--- config.mk ---
export PLATFORM = sky130hd
export DESIGN_NAME = windowed_register_link_host_top
export DESIGN_NICKNAME = d
export VERILOG_FILES = /design/src/rtl/wrlh_pkg.sv /design/src/rtl/wrlh_ram.sv /design/src/rtl/windowed_register_link_host_top.sv
export SDC_FILE = /design/constraint.sdc
export NUM_CORES = 1
export LEC_CHECK = 0
export BUFFER_PORTS_ARGS = -buffer_cell sky130_fd_sc_hd__buf_2
export CAP_MARGIN = 20
export CORE_ASPECT_RATIO = 1.25
export CORE_UTILIZATION = 45
export CTS_CLUSTER_DIAMETER = 100
export DETAILED_ROUTE_END_ITERATION = 7
export GPL_TIMING_DRIVEN = 0
export MAX_ROUTING_LAYER = met4
export SLEW_MARGIN = 20
export SYNTH_ARGS = -nofsm -noshare
export SYNTH_HDL_FRONTEND = slang
export SYNTH_SLANG_ARGS = --single-unit
--- constraint.sdc ---
create_clock -name i_clk -period 4.9 [get_ports i_clk]
set_clock_uncertainty 0.15 [all_clocks]
set_input_delay 0.245 -clock i_clk [delete_from_list [all_inputs] [get_ports i_clk]]
set_output_delay 0.245 -clock i_clk [all_outputs]
set_load 0.005 [all_outputs]
--- src/rtl/wrlh_pkg.sv ---
package wrlh_pkg;

    localparam int BYTE_W  = 8;
    localparam int ADDR_W  = 4;
    localparam int TIMER_W = 10;
    localparam int CFG_W   = 10;

    // op codes of an input word
    localparam logic [1:0] OP_WRITE = 2'd0;
    localparam logic [1:0] OP_READ  = 2'd1;
    localparam logic [1:0] OP_RX    = 2'd2;
    localparam logic [1:0] OP_TICK  = 2'd3;

    // kinds of a result word
    localparam logic [1:0] KIND_TX      = 2'd0;
    localparam logic [1:0] KIND_RDATA   = 2'd1;
    localparam logic [1:0] KIND_ACK     = 2'd2;
    localparam logic [1:0] KIND_REFUSED = 2'd3;

    // configuration register indexes
    localparam logic [1:0] CFG_ACK_WAIT   = 2'd0;
    localparam logic [1:0] CFG_RETRY_WAIT = 2'd1;
    localparam logic [1:0] CFG_ACK_VALUE  = 2'd2;

    localparam logic [TIMER_W-1:0] ACK_WAIT_RST   = 10'd100;
    localparam logic [TIMER_W-1:0] RETRY_WAIT_RST = 10'd500;
    localparam logic [BYTE_W-1:0]  ACK_VALUE_RST  = 8'd255;

    localparam logic [ADDR_W:0] READ_FLAG = 5'h10;

    typedef enum logic [1:0] {
        MODE_IDLE,
        MODE_WAIT_ACK,
        MODE_WAIT_RESEND,
        MODE_WAIT_READ
    } t_mode;

    typedef enum logic [2:0] {
        ST_IDLE,
        ST_EMIT,
        ST_RS_READ,
        ST_RS_ADDR,
        ST_RS_DATA
    } t_seq;

    typedef struct packed {
        logic [1:0]        kind;
        logic [BYTE_W-1:0] value;
        logic              last;
    } t_result;

endpackage

--- src/rtl/wrlh_ram.sv ---
module wrlh_ram #(
    parameter int WIDTH = 12,
    parameter int DEPTH = 6
) (
    input  logic                                  i_clk,
    input  logic                                  i_we,
    input  logic [(DEPTH > 1 ? $clog2(DEPTH) : 1)-1:0] i_waddr,
    input  logic [WIDTH-1:0]                      i_wdata,
    input  logic                                  i_re,
    input  logic [(DEPTH > 1 ? $clog2(DEPTH) : 1)-1:0] i_raddr,
    output logic [WIDTH-1:0]                      o_rdata
);

    logic [WIDTH-1:0] r_mem [DEPTH];
    logic [WIDTH-1:0] r_rdata;

    always_ff @(posedge i_clk) begin
        if (i_we) begin
            r_mem[i_waddr] <= i_wdata;
        end
        // read data holds while no read is issued
        if (i_re) begin
            r_rdata <= r_mem[i_raddr];
        end
    end

    assign o_rdata = r_rdata;

endmodule

--- src/rtl/windowed_register_link_host_top.sv ---
// channel  | valid   | ready   | payload
// ---------+---------+---------+------------------------------------------
// input    | i_valid | o_ready | i_op, i_addr, i_wdata, i_rx_byte
// output   | o_valid | i_ready | o_kind, o_value, o_last
// config   | i_cfg_we| -       | i_cfg_index, i_cfg_data
//
// one input word at a time; a write request sends two bytes through the output
// register, the address byte and then the data byte
// a window resend walks every held pair: each held pair is one read of
// the single-port-read window ram, then its address and data bytes
// reset (i_rst_n low, synchronous) clears mode, counters, timer and config
// a stalled output holds the sequencer; o_ready is low until it drains
module windowed_register_link_host_top #(
    parameter int WINDOW_PAIRS = 6
) (
    input  logic        i_clk,
    input  logic        i_rst_n,
    input  logic        i_valid,
    output logic        o_ready,
    input  logic [1:0]  i_op,
    input  logic [3:0]  i_addr,
    input  logic [7:0]  i_wdata,
    input  logic [7:0]  i_rx_byte,
    output logic        o_valid,
    input  logic        i_ready,
    output logic [1:0]  o_kind,
    output logic [7:0]  o_value,
    output logic        o_last,
    input  logic        i_cfg_we,
    input  logic [1:0]  i_cfg_index,
    input  logic [9:0]  i_cfg_data
);

    localparam int PW = (WINDOW_PAIRS > 1) ? $clog2(WINDOW_PAIRS) : 1;
    localparam logic [PW-1:0] LAST_PAIR = PW'(WINDOW_PAIRS - 1);
    localparam int EW = wrlh_pkg::ADDR_W + wrlh_pkg::BYTE_W;

    // configuration
    logic [wrlh_pkg::TIMER_W-1:0] r_ack_wait;
    logic [wrlh_pkg::TIMER_W-1:0] r_retry_wait;
    logic [wrlh_pkg::BYTE_W-1:0]  r_ack_value;

    // link state
    wrlh_pkg::t_mode              r_mode,  n_mode;
    logic [PW-1:0]                r_pairs, n_pairs;
    logic [wrlh_pkg::TIMER_W-1:0] r_timer, n_timer;
    logic [wrlh_pkg::ADDR_W:0]    r_pend,  n_pend;

    // sequencer
    wrlh_pkg::t_seq               r_seq,   n_seq;
    logic [PW-1:0]                r_pidx,  n_pidx;
    logic [wrlh_pkg::BYTE_W-1:0]  r_hold,  n_hold;

    // output register
    logic                         r_out_valid;
    wrlh_pkg::t_result            r_res;
    wrlh_pkg::t_result            res;
    logic                         load_out;

    logic                         out_free;
    logic                         accept;
    logic                         emit_second;
    logic                         start_resend;
    logic [wrlh_pkg::TIMER_W-1:0] timer_dec;
    logic                         ram_we;
    logic                         ram_re;
    logic [EW-1:0]                ram_rdata;

    assign out_free  = !r_out_valid || i_ready;
    assign o_ready   = (r_seq == wrlh_pkg::ST_IDLE) && out_free;
    assign accept    = i_valid && o_ready;
    assign timer_dec = (r_timer == '0) ? '0 : r_timer - 1'b1;

    // window pairs are written only from idle and read only during a resend,
    // so the two never touch the same entry in overlapping cycles
    wrlh_ram #(
        .WIDTH (EW),
        .DEPTH (WINDOW_PAIRS)
    ) u_window (
        .i_clk   (i_clk),
        .i_we    (ram_we),
        .i_waddr (r_pairs),
        .i_wdata ({i_addr, i_wdata}),
        .i_re    (ram_re),
        .i_raddr (r_pidx),
        .o_rdata (ram_rdata)
    );

    always_comb begin
        n_seq = r_seq;
        case (r_seq)
            wrlh_pkg::ST_IDLE: begin
                if (emit_second) begin
                    n_seq = wrlh_pkg::ST_EMIT;
                end else if (start_resend) begin
                    n_seq = wrlh_pkg::ST_RS_READ;
                end
            end
            wrlh_pkg::ST_EMIT: begin
                if (out_free) begin
                    n_seq = wrlh_pkg::ST_IDLE;
                end
            end
            wrlh_pkg::ST_RS_READ: begin
                n_seq = wrlh_pkg::ST_RS_ADDR;
            end
            wrlh_pkg::ST_RS_ADDR: begin
                if (out_free) begin
                    n_seq = wrlh_pkg::ST_RS_DATA;
                end
            end
            wrlh_pkg::ST_RS_DATA: begin
                if (out_free) begin
                    n_seq = (r_pidx == LAST_PAIR) ? wrlh_pkg::ST_IDLE : wrlh_pkg::ST_RS_READ;
                end
            end
            default: begin
                n_seq = wrlh_pkg::ST_IDLE;
            end
        endcase
    end

    always_comb begin
        n_mode       = r_mode;
        n_pairs      = r_pairs;
        n_timer      = r_timer;
        n_pend       = r_pend;
        n_hold       = r_hold;
        n_pidx       = r_pidx;
        load_out     = 1'b0;
        res          = '0;
        ram_we       = 1'b0;
        ram_re       = 1'b0;
        emit_second  = 1'b0;
        start_resend = 1'b0;
        case (r_seq)
            wrlh_pkg::ST_IDLE: begin
                if (accept) begin
                    case (i_op)
                        wrlh_pkg::OP_WRITE, wrlh_pkg::OP_READ: begin
                            load_out = 1'b1;
                            if (r_mode != wrlh_pkg::MODE_IDLE) begin
                                res = '{kind: wrlh_pkg::KIND_REFUSED, value: '0, last: 1'b1};
                            end else if (i_op == wrlh_pkg::OP_WRITE) begin
                                res = '{kind: wrlh_pkg::KIND_TX, value: {4'b0, i_addr},
                                        last: 1'b0};
                                n_hold      = i_wdata;
                                ram_we      = 1'b1;
                                emit_second = 1'b1;
                                if (r_pairs == LAST_PAIR) begin
                                    n_pairs = '0;
                                    n_mode  = wrlh_pkg::MODE_WAIT_ACK;
                                    n_timer = r_ack_wait;
                                end else begin
                                    n_pairs = r_pairs + 1'b1;
                                end
                            end else begin
                                n_pend  = wrlh_pkg::READ_FLAG | {1'b0, i_addr};
                                res     = '{kind: wrlh_pkg::KIND_TX,
                                            value: {3'b0, wrlh_pkg::READ_FLAG | {1'b0, i_addr}},
                                            last: 1'b1};
                                n_mode  = wrlh_pkg::MODE_WAIT_READ;
                                n_timer = r_retry_wait;
                            end
                        end
                        wrlh_pkg::OP_RX: begin
                            if (r_mode == wrlh_pkg::MODE_WAIT_ACK ||
                                r_mode == wrlh_pkg::MODE_WAIT_RESEND) begin
                                if (i_rx_byte == r_ack_value) begin
                                    load_out = 1'b1;
                                    res      = '{kind: wrlh_pkg::KIND_ACK, value: '0,
                                                 last: 1'b1};
                                    n_mode   = wrlh_pkg::MODE_IDLE;
                                    n_timer  = '0;
                                end else begin
                                    start_resend = 1'b1;
                                end
                            end else if (r_mode == wrlh_pkg::MODE_WAIT_READ) begin
                                load_out = 1'b1;
                                res      = '{kind: wrlh_pkg::KIND_RDATA, value: i_rx_byte,
                                             last: 1'b1};
                                n_mode   = wrlh_pkg::MODE_IDLE;
                                n_timer  = '0;
                            end
                        end
                        wrlh_pkg::OP_TICK: begin
                            if (r_mode != wrlh_pkg::MODE_IDLE) begin
                                n_timer = timer_dec;
                                if (timer_dec == '0) begin
                                    if (r_mode == wrlh_pkg::MODE_WAIT_READ) begin
                                        load_out = 1'b1;
                                        res      = '{kind: wrlh_pkg::KIND_TX,
                                                     value: {3'b0, r_pend}, last: 1'b1};
                                        n_timer  = r_retry_wait;
                                    end else begin
                                        start_resend = 1'b1;
                                    end
                                end
                            end
                        end
                        default: begin
                            load_out = 1'b0;
                        end
                    endcase
                    if (start_resend) begin
                        n_mode  = wrlh_pkg::MODE_WAIT_RESEND;
                        n_timer = r_retry_wait;
                        n_pidx  = '0;
                    end
                end
            end
            wrlh_pkg::ST_EMIT: begin
                if (out_free) begin
                    load_out = 1'b1;
                    res      = '{kind: wrlh_pkg::KIND_TX, value: r_hold, last: 1'b1};
                end
            end
            wrlh_pkg::ST_RS_READ: begin
                ram_re = 1'b1;
            end
            wrlh_pkg::ST_RS_ADDR: begin
                if (out_free) begin
                    load_out = 1'b1;
                    res      = '{kind: wrlh_pkg::KIND_TX,
                                 value: {4'b0, ram_rdata[EW-1:wrlh_pkg::BYTE_W]}, last: 1'b0};
                end
            end
            wrlh_pkg::ST_RS_DATA: begin
                if (out_free) begin
                    load_out = 1'b1;
                    res      = '{kind: wrlh_pkg::KIND_TX,
                                 value: ram_rdata[wrlh_pkg::BYTE_W-1:0],
                                 last: (r_pidx == LAST_PAIR)};
                    if (r_pidx != LAST_PAIR) begin
                        n_pidx = r_pidx + 1'b1;
                    end
                end
            end
            default: begin
                load_out = 1'b0;
            end
        endcase
    end

    always_ff @(posedge i_clk) begin
        if (!i_rst_n) begin
            r_ack_wait   <= wrlh_pkg::ACK_WAIT_RST;
            r_retry_wait <= wrlh_pkg::RETRY_WAIT_RST;
            r_ack_value  <= wrlh_pkg::ACK_VALUE_RST;
        end else if (i_cfg_we) begin
            case (i_cfg_index)
                wrlh_pkg::CFG_ACK_WAIT:   r_ack_wait   <= i_cfg_data;
                wrlh_pkg::CFG_RETRY_WAIT: r_retry_wait <= i_cfg_data;
                wrlh_pkg::CFG_ACK_VALUE:  r_ack_value  <= i_cfg_data[wrlh_pkg::BYTE_W-1:0];
                default: begin
                    r_ack_value <= r_ack_value;
                end
            endcase
        end
    end

    always_ff @(posedge i_clk) begin
        if (!i_rst_n) begin
            r_mode      <= wrlh_pkg::MODE_IDLE;
            r_pairs     <= '0;
            r_timer     <= '0;
            r_pend      <= '0;
            r_seq       <= wrlh_pkg::ST_IDLE;
            r_pidx      <= '0;
            r_out_valid <= 1'b0;
        end else begin
            r_mode  <= n_mode;
            r_pairs <= n_pairs;
            r_timer <= n_timer;
            r_pend  <= n_pend;
            r_seq   <= n_seq;
            r_pidx  <= n_pidx;
            if (load_out) begin
                r_out_valid <= 1'b1;
            end else if (i_ready) begin
                r_out_valid <= 1'b0;
            end
        end
    end

    always_ff @(posedge i_clk) begin
        r_hold <= n_hold;
        if (load_out) begin
            r_res <= res;
        end
    end

    assign o_valid = r_out_valid;
    assign o_kind  = r_res.kind;
    assign o_value = r_res.value;
    assign o_last  = r_res.last;

endmodule

==> results of run 1 <==
==> cells in the final DEF, fill, tap and decap left out, types with 11 or more instances in the layout <==
cell type	n
edfxtp_1	103
nand2_1	77
buf_2	61
dfxtp_1	55
nor2_1	48
a21oi_1	41
nand3_1	28
clkbuf_1	24
mux2i_1	24
dlygate4sd3_1	22
o21ai_0	19
clkbuf_16	17
inv_1	15
a31oi_1	13
xor2_1	12
mux4_2	12
a22oi_1	11
==> layout make-up <==
cell class / instances / area share
Buffer: 33 / 0.01736
Clock buffer: 17 / 0.05088
Clock inverter: 15 / 0.02140
Inverter: 16 / 0.007182
Multi-Input combinational cell: 390 / 0.3105
Sequential cell: 158 / 0.5016
Tap cell: 182 / 0.02723
Timing Repair Buffer: 82 / 0.06389
==> report_power, final <==
part,switching [mW],internal (mW),leakage (nW)
sequential,0.0793,1.62,1.39
clock,0.572,0.769,0.291
combinational,0.729,0.469,1.36
==> metal layers <==
metal	part of all wire	up-vias	track usage	wire length (µm)
li1	-	2414	-	-
met1	0.40	2479	0.2530	6672
met2	0.54	143	0.4133	8996
met3	0.036	33	0.03224	610
met4	0.028	0	0.09972	473
met5	0	-	-	0
==> cell families after synthesis <==
| family | after synthesis |
|---|---|
| AND/OR/NAND/NOR | 210 |
| multiplexers | 36 |
| flip-flops | 158 |
| XOR/XNOR | 15 |
| adder cells (fa/ha/maj) | 8 |
| buffers and inverters | 49 |
| AO/OA/AOI/OAI | 121 |
==> registers in the layout, summed over array words and instances, names as in the netlist <==
name and cells:
o_kind 2, o_last 1, o_valid 1, o_value 8
r_ack_value 8, r_ack_wait 10, r_hold 8, r_mode 2
r_pairs 3, r_pend 5, r_pidx 3, r_retry_wait 10
r_seq 3, r_timer 10, u_window.o_rdata 12, u_window.r_mem 72
==> stage by stage <==
| step | util | setup slack, ns | instances | power, mW |
|---|---|---|---|---|
| 2_1_floorplan | - | 1.837 | 597 | 2.553 |
| 3_3_place_gp | 0.4948 | 0.5430 | 829 | 2.865 |
| 3_5_place_dp | 0.5020 | 1.514 | 839 | 2.904 |
| 4_1_cts | 0.5569 | 1.502 | 893 | 4.259 |
| 5_1_grt | 0.5569 | 1.331 | 893 | 4.443 |
| 6_report | 0.5569 | 1.498 | 893 | 4.236 |
==> worst paths after layout <==
check | cells past startpoint | slack, ns | from | endpoint
min | 4 | 0.08 | i_cfg_index[0] | r_ack_wait[4]
min reg2reg | 2 | 0.31 | r_ack_wait[4] | r_ack_wait[4]
max reg2reg | 9 | 1.50 | r_timer[0] | o_last
max | 9 | 1.50 | r_timer[0] | o_last
==> worst reg2reg max path: stages, from the launching register on <==
cell       delay [ns]
dfxtp_1          0.35
inv_1            0.13
ha_1             0.21
or4b_4           0.47
buf_6            0.15
xnor2_1          0.13
o311ai_2         0.45
nand4_1          0.23
a2bb2oi_1        0.21
o21ai_1          0.55
==> impl_metrics.toml, run 1 <==
[cts]
cts_buffers = 17
clock_sinks = 158
worstSkewPairLatency_ns = 0.43
postCtsSetupBuffers = 0
cts_tree = "yes"
cts-hold-fix-buffers = 22
clockBufferDepth = 2
htreeDepth = 4
cts_root_buf = "clkbuf_16"
clk_pin_slew_worst_paths_ns = 0.07
post_cts_resized = 0

[sta]
setup_violations = 0
fin_crit_ns = 3.402
max-slew-margin-rel = 0.3236
hold_violations = 0
finalSetupTns_ns = 0
finalCritPeriodShare = 0.6943
rsz0062_at_grt = "no"
finalMaxSlewViolations = 0
max_freq_mhz = 293.9
whs_ns = 0.07519
worstMarginPinSlew_ns = 1.008

[synth]
synth_area_leaders = "edfxtp_1, dfxtp_1, nand2_1"
ys_ff_latch = 158
synth_xor_area_frac = 0.01890
synth.distinct_cells = 63
synth-async-reset-ratio = 0
synthSimpleGateAreaFrac = 0.1481
yosys.area.top_type_share = 0.4449
yosysWarnings = 0
synth_edf_count = 103
yosysMostFrequentCell = "edfxtp_1"
postSynthCellCount = 597
ys_seq_area_frac = 0.6033
synthFlopType = "edfxtp_1"
syn_area_mm2 = 0.006952
synth_compound_area_frac = 0.1123
synth_top_cell_by_area = "edfxtp_1"
synth_top_family_by_area = "simple AND/OR/NAND/NOR gates"
synth_common_cells = "edfxtp_1, nand2_1, dfxtp_1"
syn_nets = 644
synth.area.mux_share = 0.07343
avgSynthCellArea_um2 = 11.64
yosys.area_share.adder = 0.01440

[critical_path]
path_cells = "inv_1 > ha_1 > or4b_4 > buf_6 > xnor2_1 > o311ai_2 > nand4_1 > a2bb2oi_1 > o21ai_1"
slowest_stage = "o21ai_1"
crit_type = "reg2reg"
critPathLaunchType = "flip-flop"
cp_top_family = "compound AO/OA/AOI/OAI gates"
arrival_ns = 3.30
cp-end-kind = "flip-flop"
cp_max_fo = 11
required_ns = 4.80
cpPeakStageDelay_ns = 0.55
critPathBufInv = 2

[grt]
overflow = 0
grt_pass1_wl_mm = 26.60
antenna_found_initial = 0
grt_max_degree = 17
track_usage = 0.2300
grt_pass1_vias = 5141

[floorplanning]
die_w_um = 113.2
row_count = 50
ios = 52
core_mm2 = 0.01501
initial_core_util = 0.4630
fp.dieArea_mm2 = 0.01595
die_y_um = 141.0

[place]
placed_area_mm2 = 0.007537
place_congestion = 0.8664
dpl.hpwl_mm = 12.40
portBuffers = 50

[final_layout]
area_growth_pct = 20.28
drive_above_1_share = 0.1885
ff_latch_area_mm2 = 0.004194
antenna_cells = 0
nNetsFinal = 745
multi_input_area_mm2 = 0.002596
fillCellCount = 1296
fin_area_mm2 = 0.008362

[drt]
drt-wirelength-per-cell_um = 18.76
drtPass1Iterations = 5
viasPerCell = 5.676
ant_nets = 0
routed_wl_mm = 16.75
drc = 0
drt_iter0_markers = 266
vias = 5069

[pwr]
power_density_mw_per_mm2 = 506.5
leakage_nw = 3.038
peakVddDrop_mv = 0.3314

[job]
maxCapViolCount = 0

[run_status]
status = "completed"

[worst_hold_path]
hp-class = "in2reg"
Note: power is estimated with default switching activity, not from simulation.
==> run 2: changes to the inputs <==
- clock period: 4.9 -> 3.51 ns (I/O delays scaled with it)
==> impl_metrics.toml, run 2 (synthesis gave the netlist of run 1 again) <==
[run_status]
status = "completed"

[sta]
worstMarginPinSlew_ns = 0.7217
max-slew-margin-rel = 0.5171
finalCritPeriodShare = 0.8938
max_freq_mhz = 318.8
hold_violations = 0
rsz0062_at_grt = "no"
finalSetupTns_ns = 0
fin_crit_ns = 3.137
whs_ns = 0.02385
setup_violations = 0
finalMaxSlewViolations = 0

[critical_path]
required_ns = 3.49
worst_r2r_startpoint = "r_mode[1]"
cp_max_fo = 12
arrival_ns = 3.12
r2r_slack_ns = 0.37
reg2reg_to = "u_window.r_mem[4][3]"
reg2regPathDepth = 10
critPathLaunchType = "flip-flop"
cp-end-kind = "flip-flop"
crit_type = "reg2reg"

[place]
placed_area_mm2 = 0.007537
portBuffers = 50
placedCellCount = 839
dpl.hpwl_mm = 12.40
place_congestion = 0.8664

[worst_hold_path]
hp-class = "in2reg"
hold_start = "i_rx_byte[7]"
holdPathStages = 3
min_to = "o_value[7]"

[final_layout]
fillCellCount = 1298
drive_above_1_share = 0.1910
fin_cells = 894
final_common_cell = "edfxtp_1"
finish.utilization = 0.5581
largest_reg_flops = 72
nNetsFinal = 746
final_cell_mix = "edfxtp_1, nand2_1, buf_2, dfxtp_1, nor2_1"
antenna_cells = 0
area_growth_pct = 20.54
regMostFlops = "u_window.r_mem"
fin_area_mm2 = 0.008379

[cts]
clockBufferDepth = 2
cts_tree = "yes"
cts_buffers = 17
clk_pin_slew_worst_paths_ns = 0.07
cts_root_buf = "clkbuf_16"
worstSkewPairLatency_ns = 0.43
postCtsSetupBuffers = 0
htreeDepth = 4
clock_sinks = 158

[pwr]
peakVddDrop_mv = 0.4631
power_density_mw_per_mm2 = 706.3
leakage_nw = 3.034

[grt]
track_usage = 0.2302
grt_pass1_wl_mm = 26.62
overflow = 0
grt_pass1_vias = 5143
grt_max_degree = 17
antenna_found_initial = 0

[floorplanning]
die_y_um = 141.0
row_count = 50
fp.dieArea_mm2 = 0.01595
core_mm2 = 0.01501
ios = 52
initial_core_util = 0.4630
die_w_um = 113.2

[drt]
vias = 5039
drtPass1Iterations = 5
drc = 0
drt-wirelength-per-cell_um = 18.79
drt_iter0_markers = 279
viasPerCell = 5.636
ant_nets = 0
routed_wl_mm = 16.80

[job]
maxCapViolCount = 0
-- run 2: critical path, stage by stage (launching register included) --
cell	delay, ns
dfxtp_1	0.35
inv_1	0.11
ha_1	0.15
clkbuf_1	0.31
inv_1	0.17
nor3_1	0.30
nand2_1	0.28
clkinvlp_4	0.31
nand2_1	0.14
nor3_2	0.30
buf_4	0.27
-- run 2: how the worst max path moves through the flow --
stage	from	end	slack [ns]	cells past startpoint
after floorplan	r_mode[0]	u_window.r_mem[4][0]	0.45	9
after global placement	r_mode[1]	u_window.r_mem[2][11]	-0.85	7
after detailed placement	r_timer[0]	o_value[5]	0.12	9
after CTS	r_timer[0]	o_value[5]	0.11	9
after global routing	r_mode[1]	u_window.r_mem[5][1]	0.13	10
final	r_mode[1]	u_window.r_mem[4][3]	0.37	10
-- run 2: where the power goes --
part | internal [mW] | switching [mW] | leakage (nW)
clock | 1.07 | 0.796 | 0.291
combinational | 0.658 | 1.02 | 1.36
sequential | 2.26 | 0.111 | 1.39
-- run 2: area by class of cell --
cell class                 count  area (µm²)  area share
buffer                        33       145.1     0.01732
clock buffer                  17       425.4     0.05077
clock inverter                15       178.9     0.02135
inverter                      16       63.81    0.007615
multi-input combinational    390        2600      0.3103
sequential                   158        4194      0.5005
tap                          182       227.7     0.02718
timing repair buffer          83       544.3     0.06495
-- run 2: layer usage --
layer | share of wire | global-route usage
met2 | 0.54 | 0.4136
met3 | 0.030 | 0.03224
met1 | 0.40 | 0.2533
met5 | 0 | -
met4 | 0.027 | 0.09972
-- run 2: repair_timing --
item / in CTS / in global routing
hold buffers: 23 / 0
gates resized for setup: 0 / 2
endpoints found under the setup margin: 0 / 29
hold endpoints to repair: 112 / 0
-- run 2: stage by stage --
stage	power (mW)	setup slack [ns]
3_3_place_gp	3.999	-0.8470
4_1_cts	5.947	0.1118
2_1_floorplan	3.564	0.4467
5_1_grt	6.207	0.1307
3_5_place_dp	4.054	0.1238
6_report	5.918	0.3728
